==> src/rtl/fqs_pkg.sv <==
// fqs_pkg: shared constants, types and helpers of the FIFO queue with search.
// No dependencies; imported by every module of the block.
package fqs_pkg;

    // Queue depth and the widths that follow from it
    localparam int DEPTH  = 16;
    localparam int IDX_W  = $clog2(DEPTH);
    localparam int CNT_W  = $clog2(DEPTH + 1);

    // Fixed field widths of the command and result beats
    localparam int DATA_W = 32;
    localparam int POS_W  = 4;
    localparam int ECNT_W = 5;

    typedef logic signed [DATA_W-1:0] data_t;
    typedef logic [IDX_W-1:0]         idx_t;
    typedef logic [CNT_W-1:0]         cnt_t;

    // Operation codes
    typedef enum logic [1:0] {
        OP_ENQ  = 2'd0,
        OP_DEQ  = 2'd1,
        OP_SRCH = 2'd2,
        OP_NOP  = 2'd3
    } op_t;

    // Result status codes
    typedef enum logic [1:0] {
        STAT_OK        = 2'd0,
        STAT_EMPTY     = 2'd1,
        STAT_FULL      = 2'd2,
        STAT_NOT_FOUND = 2'd3
    } status_t;

    // Controller states
    typedef enum logic [1:0] {
        S_IDLE,
        S_DEQ,
        S_SRCH
    } state_t;

    // Access to the entry store: one write and one read port
    typedef struct packed {
        logic  we;
        idx_t  waddr;
        data_t wdata;
        logic  re;
        idx_t  raddr;
    } mem_req_t;

    // Ring index advance with wrap at DEPTH-1
    function automatic idx_t ring_next(input idx_t idx);
        idx_t res;
        if (idx == idx_t'(DEPTH - 1))
        begin
            res = '0;
        end
        else
        begin
            res = idx + idx_t'(1);
        end
        return res;
    endfunction

endpackage

==> src/rtl/fqs_store.sv <==
// fqs_store: entry store of the queue, a synchronous RAM with one write port
// and one read port, read data registered. Depends on fqs_pkg.
module fqs_store (
    input  logic             clk,
    input  fqs_pkg::mem_req_t req,
    output fqs_pkg::data_t   rd_data
);
    import fqs_pkg::*;

    data_t mem [DEPTH];
    data_t rd_data_reg;

    // Write port and registered read port
    always_ff @(posedge clk)
    begin
        if (req.we)
        begin
            mem[req.waddr] <= req.wdata;
        end
        if (req.re)
        begin
            rd_data_reg <= mem[req.raddr];
        end
    end

    assign rd_data = rd_data_reg;

endmodule

==> src/rtl/fifo_queue_with_search_top.sv <==
// FIFO queue of signed 32-bit values with linear search over a ring store.
// Holds the controller; depends on fqs_pkg and fqs_store.
//
// A command beat is taken when start is high and busy is low; every command
// gives exactly one result beat, shown for one cycle with done high, and the
// receiver cannot stall it. Enqueue and the unused code give their result in
// the cycle after the command, as do dequeue and search on an empty queue;
// otherwise dequeue reads the head entry from the registered-read store and
// gives its result from state S_DEQ, and search reads one entry a cycle from
// the head in state S_SRCH until an entry matches or the last entry held has
// been compared. A new command may be given in the cycle in which the
// previous result is shown.
module fifo_queue_with_search_top (
    input  logic                          clk,
    input  logic                          rst_n,
    input  logic                          start,
    output logic                          busy,
    input  logic [1:0]                    func,
    input  logic signed [31:0]            data_value,
    input  logic signed [31:0]            search_key,
    output logic                          done,
    output logic [1:0]                    status,
    output logic [fqs_pkg::POS_W-1:0]     position,
    output logic signed [31:0]            removed_value,
    output logic [fqs_pkg::ECNT_W-1:0]    entry_count
);
    import fqs_pkg::*;

    state_t   state_reg, state_next;
    idx_t     head_reg, head_next;
    idx_t     tail_reg, tail_next;
    cnt_t     count_reg, count_next;
    idx_t     scan_idx_reg, scan_idx_next;
    idx_t     scan_pos_reg, scan_pos_next;
    data_t    key_reg, key_next;
    logic     done_reg, done_next;
    status_t  status_reg, status_next;
    logic [POS_W-1:0]  position_reg, position_next;
    data_t    removed_reg, removed_next;
    logic [ECNT_W-1:0] ecount_reg, ecount_next;

    mem_req_t mem_req;
    data_t    rd_data;
    logic     accept;
    logic     hit;
    logic     last;

    fqs_store u_store (
        .clk     (clk),
        .req     (mem_req),
        .rd_data (rd_data)
    );

    assign accept = start && (state_reg == S_IDLE);
    assign hit    = (rd_data == key_reg);
    assign last   = ((cnt_t'(scan_pos_reg) + cnt_t'(1)) == count_reg);

    // Next state
    always_comb
    begin
        state_next = state_reg;
        case (state_reg)
            S_IDLE:
            begin
                if (accept)
                begin
                    case (op_t'(func))
                        OP_DEQ:  state_next = (count_reg == '0) ? S_IDLE : S_DEQ;
                        OP_SRCH: state_next = (count_reg == '0) ? S_IDLE : S_SRCH;
                        default: state_next = S_IDLE;
                    endcase
                end
            end
            S_DEQ:
            begin
                state_next = S_IDLE;
            end
            S_SRCH:
            begin
                if (hit || last)
                begin
                    state_next = S_IDLE;
                end
            end
            default:
            begin
                state_next = S_IDLE;
            end
        endcase
    end

    // Datapath, store access and result beat
    always_comb
    begin
        mem_req       = '0;
        head_next     = head_reg;
        tail_next     = tail_reg;
        count_next    = count_reg;
        scan_idx_next = scan_idx_reg;
        scan_pos_next = scan_pos_reg;
        key_next      = key_reg;
        done_next     = 1'b0;
        status_next   = STAT_OK;
        position_next = '0;
        removed_next  = '0;
        ecount_next   = ecount_reg;
        case (state_reg)
            S_IDLE:
            begin
                if (accept)
                begin
                    case (op_t'(func))
                        OP_ENQ:
                        begin
                            done_next = 1'b1;
                            if (count_reg == cnt_t'(DEPTH))
                            begin
                                status_next = STAT_FULL;
                            end
                            else
                            begin
                                mem_req.we    = 1'b1;
                                mem_req.waddr = tail_reg;
                                mem_req.wdata = data_value;
                                tail_next     = ring_next(tail_reg);
                                count_next    = count_reg + cnt_t'(1);
                            end
                            ecount_next = ECNT_W'(count_next);
                        end
                        OP_DEQ:
                        begin
                            if (count_reg == '0)
                            begin
                                done_next   = 1'b1;
                                status_next = STAT_EMPTY;
                                ecount_next = ECNT_W'(count_reg);
                            end
                            else
                            begin
                                mem_req.re    = 1'b1;
                                mem_req.raddr = head_reg;
                            end
                        end
                        OP_SRCH:
                        begin
                            key_next = search_key;
                            if (count_reg == '0)
                            begin
                                done_next   = 1'b1;
                                status_next = STAT_NOT_FOUND;
                                ecount_next = ECNT_W'(count_reg);
                            end
                            else
                            begin
                                mem_req.re    = 1'b1;
                                mem_req.raddr = head_reg;
                                scan_idx_next = ring_next(head_reg);
                                scan_pos_next = '0;
                            end
                        end
                        default:
                        begin
                            done_next   = 1'b1;
                            ecount_next = ECNT_W'(count_reg);
                        end
                    endcase
                end
            end
            S_DEQ:
            begin
                // Head entry arrives from the store this cycle
                done_next    = 1'b1;
                removed_next = rd_data;
                head_next    = ring_next(head_reg);
                count_next   = count_reg - cnt_t'(1);
                ecount_next  = ECNT_W'(count_next);
            end
            S_SRCH:
            begin
                // rd_data holds the entry at scan_pos_reg from the head
                if (hit)
                begin
                    done_next     = 1'b1;
                    position_next = POS_W'(scan_pos_reg);
                    ecount_next   = ECNT_W'(count_reg);
                end
                else if (last)
                begin
                    done_next   = 1'b1;
                    status_next = STAT_NOT_FOUND;
                    ecount_next = ECNT_W'(count_reg);
                end
                else
                begin
                    mem_req.re    = 1'b1;
                    mem_req.raddr = scan_idx_reg;
                    scan_idx_next = ring_next(scan_idx_reg);
                    scan_pos_next = scan_pos_reg + idx_t'(1);
                end
            end
            default:
            begin
                done_next = 1'b0;
            end
        endcase
    end

    // Control state
    always_ff @(posedge clk or negedge rst_n)
    begin
        if (!rst_n)
        begin
            state_reg <= S_IDLE;
            head_reg  <= '0;
            tail_reg  <= '0;
            count_reg <= '0;
            done_reg  <= 1'b0;
        end
        else
        begin
            state_reg <= state_next;
            head_reg  <= head_next;
            tail_reg  <= tail_next;
            count_reg <= count_next;
            done_reg  <= done_next;
        end
    end

    // Scan pointers and result payload
    always_ff @(posedge clk)
    begin
        scan_idx_reg <= scan_idx_next;
        scan_pos_reg <= scan_pos_next;
        key_reg      <= key_next;
        status_reg   <= status_next;
        position_reg <= position_next;
        removed_reg  <= removed_next;
        ecount_reg   <= ecount_next;
    end

    assign busy          = (state_reg != S_IDLE);
    assign done          = done_reg;
    assign status        = status_reg;
    assign position      = position_reg;
    assign removed_value = removed_reg;
    assign entry_count   = ecount_reg;

endmodule

==> config.mk <==
export PLATFORM = sky130hd
export DESIGN_NAME = fifo_queue_with_search_top
export DESIGN_NICKNAME = d
export VERILOG_FILES = /design/src/rtl/fqs_pkg.sv /design/src/rtl/fqs_store.sv /design/src/rtl/fifo_queue_with_search_top.sv
export SDC_FILE = /design/constraint.sdc
export NUM_CORES = 1
export LEC_CHECK = 0
export BUFFER_PORTS_ARGS = -buffer_cell sky130_fd_sc_hd__buf_2
export CORE_UTILIZATION = 35
export CTS_CLUSTER_DIAMETER = 80
export CTS_CLUSTER_SIZE = 12
export DETAILED_ROUTE_END_ITERATION = 12
export GPL_ROUTABILITY_DRIVEN = 0
export MAX_ROUTING_LAYER = met4
export SETUP_SLACK_MARGIN = 0.15
export SYNTH_ARGS = -nofsm -noshare
export SYNTH_HDL_FRONTEND = slang
export SYNTH_SLANG_ARGS = --single-unit
==> constraint.sdc <==
create_clock -name clk -period 12.85 [get_ports clk]
set_input_delay 0.6425 -clock clk [delete_from_list [all_inputs] [get_ports clk]]
set_output_delay 0.6425 -clock clk [all_outputs]
set_load 0.05 [all_outputs]
==> qor.yml <==
ir_drop_uv: 119.3
wl_per_cell_um: 23.40
dr.pass1.iters: 5
via_count: 14749
slew_headroom: 0.1600
pwr_density_cell_nw_per_um2: 176.2
crit_chain: "xor2_1, nor4_1, nand4_1, o21ba_1, a22oi_4, buf_4, buf_12, mux2i_1, a221o_1, a311oi_1, or3_1"
final_area_um2: 28920
clk_pin_slew_ns: 0.06
dieWidth_um: 272.8
p_comb_frac: 0.193
setup_viol: 0
p_switching_mw: 1.493
clock_skew_ns: 0.02519
drive_above_1_share: 0.1337
cts_sinks: 643
crit_path_end_kind: "flip-flop"
io_buffer_count: 113
timing.rr.end: "u_store.rd_data[24]"
netSwitchingFraction: 0.2930
tns_ns: 0
fin_cells: 2769
initial_core_util: 0.3565
grt_max_degree: 147
startpoint: "u_store.rd_data[4]"
hold_viol: 0
clock.fmax_mhz: 200.1
start_kind: "flip-flop"
place_ws_ns: 7.854
min_to: "key_reg[1]"
dpl.hpwl_mm: 33.82
met3_usage: 0.03541
ys_seq_area_frac: 0.7345
nets: 1878
finalCritPeriodShare: 0.3889
coreArea_um2: 71980
min_path_type: "in -> reg"
synth_edf_count: 589
use_met1: 0.2388
maxCapViolations: 0
arrival_ns: 5.36
reg2reg_from: "u_store.rd_data[4]"
synth_fp_nets: 1774
worstSkewPairLatency_ns: 0.63
post-cts-setup-buffers: 0
antenna_found_initial: 7
cpPeakStageDelay_ns: 0.68
overflow: 0
clockPowerShare: 0.306
dp.cells: 2682
routed_via_density: 5.326
cts_root_buf: "clkbuf_16"
whs_path_depth: 1
required_ns: 13.21
grt_busiest_layer: "met2"
largest-register: "u_store.mem"
timing.final.ws_setup_ns: 7.852
syn_area_per_cell_um2: 15.18
syn_area_um2: 25660
period_needed_ns: 4.998
slew_viol_final: 0
drt_wl_total_mm: 64.80
ys_types: 59
worst_slew_pin_slew_ns: 1.249
dieArea_um2: 74400
crit_type: "reg -> reg"
ys.flop_type: "edfxtp_1"
cts_buffer_depth: 3
place_area_um2: 27280
post-route-drc-count: 0
use_met2: 0.2710
first_global_vias: 14380
rsz0062_at_grt: "no"
dieHeight_um: 272.8
cts_buffers: 59
status: "completed"
drtIter0Drc: 1453
ys_ff_latch: 643
r2r_cells: 11
yosys_warnings: 0
largest_register_ffs: 512
p_int_mw: 3.603
hold_slack_ns: 0.1906
crit_slowest_cell: "buf_12"
rows: 98
power_frac_seq: 0.500
path_delay_family: "buffers and inverters"
leakagePower_nw: 10.77
ant_nets: 0
cts_tree: "done"
syn_to_final_growth_pct: 12.69
ctsHtreeMaxLevel: 2
fill_cells: 6503
grt_pass1_wl_mm: 94.29
critPathBufInv: 2
grt_usage: 0.1771
synthCells: 1690
min-delay-start: "search_key[1]"
ios: 114
ff2ff_setup_slack_ns: 7.85
crit_fanout: 146
async_flop_share: 0.02488
[cell usage after synthesis (27+ instances only)]
cell	n	area [um2]
and2_1	68	425.4
a311oi_1	62	543.0
clkbuf_1	65	244.0
nor2_1	27	101.4
a221o_1	62	620.6
and3_1	70	437.9
xor2_1	37	324.1
a21oi_1	42	210.2
edfxtp_1	589	17690
or3_1	33	206.5
nand2_1	275	1032
dfxtp_1	38	760.7
mux2i_1	127	1271
[repair_timing]
action | in CTS | in global routing
hold endpoints to repair | 16 | 0
resized for setup | 0 | 0
hold buffers | 1 | 0
[layer usage]
metal  wire [um]  part of all wire
met1       28600              0.44
met5           0                 0
met2       29640              0.46
met3        5055             0.078
met4        1500             0.023
[worst register-to-register path: cells and delay by family, from the launching register on]
family	cells	cell delay, ns
buffers and inverters	2	1.35
and+or+nand+nor	3	1.18
muxes	1	0.50
xor gates and xnor gates	1	0.20
DFF	1	0.51
AOI/OAI and AO/OA	4	1.00
[placed cells by master, fill, tap and decap left out, types with 4 or more instances in the layout]
cell type	count
xnor2_1	7
nor3_2	4
dfrtp_1	16
clkbuf_1	21
nand3_1	16
o31ai_1	4
ha_1	14
xor2_1	37
nand2_1	274
nor2b_1	4
clkbuf_16	59
buf_4	27
buf_2	113
nor2_1	14
a311oi_1	62
nor3_1	6
inv_1	8
edfxtp_1	589
dfxtp_1	38
or3_1	33
a21oi_1	42
mux2_2	8
a31oi_1	9
mux2i_1	127
and3_1	70
and2_1	67
nor4_1	8
o21ai_0	9
a221o_1	62
nor2_4	13
[worst max-delay path by stage]
stage / endpoint / slack [ns] / cells past startpoint
after global placement: u_store.rd_data[26] / 7.90 / 11
final: u_store.rd_data[24] / 7.85 / 11
after global routing: u_store.rd_data[26] / 7.65 / 11
after detailed placement: u_store.rd_data[26] / 7.85 / 11
after CTS: u_store.rd_data[26] / 7.83 / 11
after floorplan: u_store.mem[1][0] / 8.50 / 6
[power by group through the flow]
stage / logic [mW] / registers [mW] / clock network, mW
global placement: 0.969 / 2.58 / 0
global route: 1.07 / 2.56 / 1.67
floorplan: 0.666 / 2.60 / 0
finish: 0.986 / 2.55 / 1.56
CTS: 0.988 / 2.55 / 1.59
detailed placement: 0.985 / 2.59 / 0
[per-stage QoR]
stage	utilization	power (mW)
after CTS	0.4017	5.127
after floorplan	-	3.262
after global routing	0.4017	5.302
after global placement	0.3791	3.554
after detailed placement	0.3791	3.574
final	0.4017	5.095
[layout make-up]
cell class / instances / area [um2] / area share
Antenna cell: 2 / 5.005 / 0.0001731
Clock buffer: 80 / 1555 / 0.05379
Clock inverter: 4 / 60.06 / 0.002077
Inverter: 9 / 33.78 / 0.001168
Multi-Input combinational cell: 939 / 6426 / 0.2222
Sequential cell: 643 / 18850 / 0.6518
Tap cell: 950 / 1189 / 0.04111
Timing Repair Buffer: 142 / 798.3 / 0.02761
[cell families (layout without fill, tap and decap cells)]
kind of cell,after synthesis,in the layout,share of synthesized area
other,0,2,0
adders and majority gates,15,15,0.007314
and+or+nand+nor,525,525,0.09787
AOI/OAI and AO/OA,218,218,0.06953
xor gates and xnor gates,46,46,0.01677
muxes,135,135,0.05305
buffers and inverters,108,235,0.02092
DFF,643,643,0.7345
Note: power is estimated with default switching activity, not from simulation.
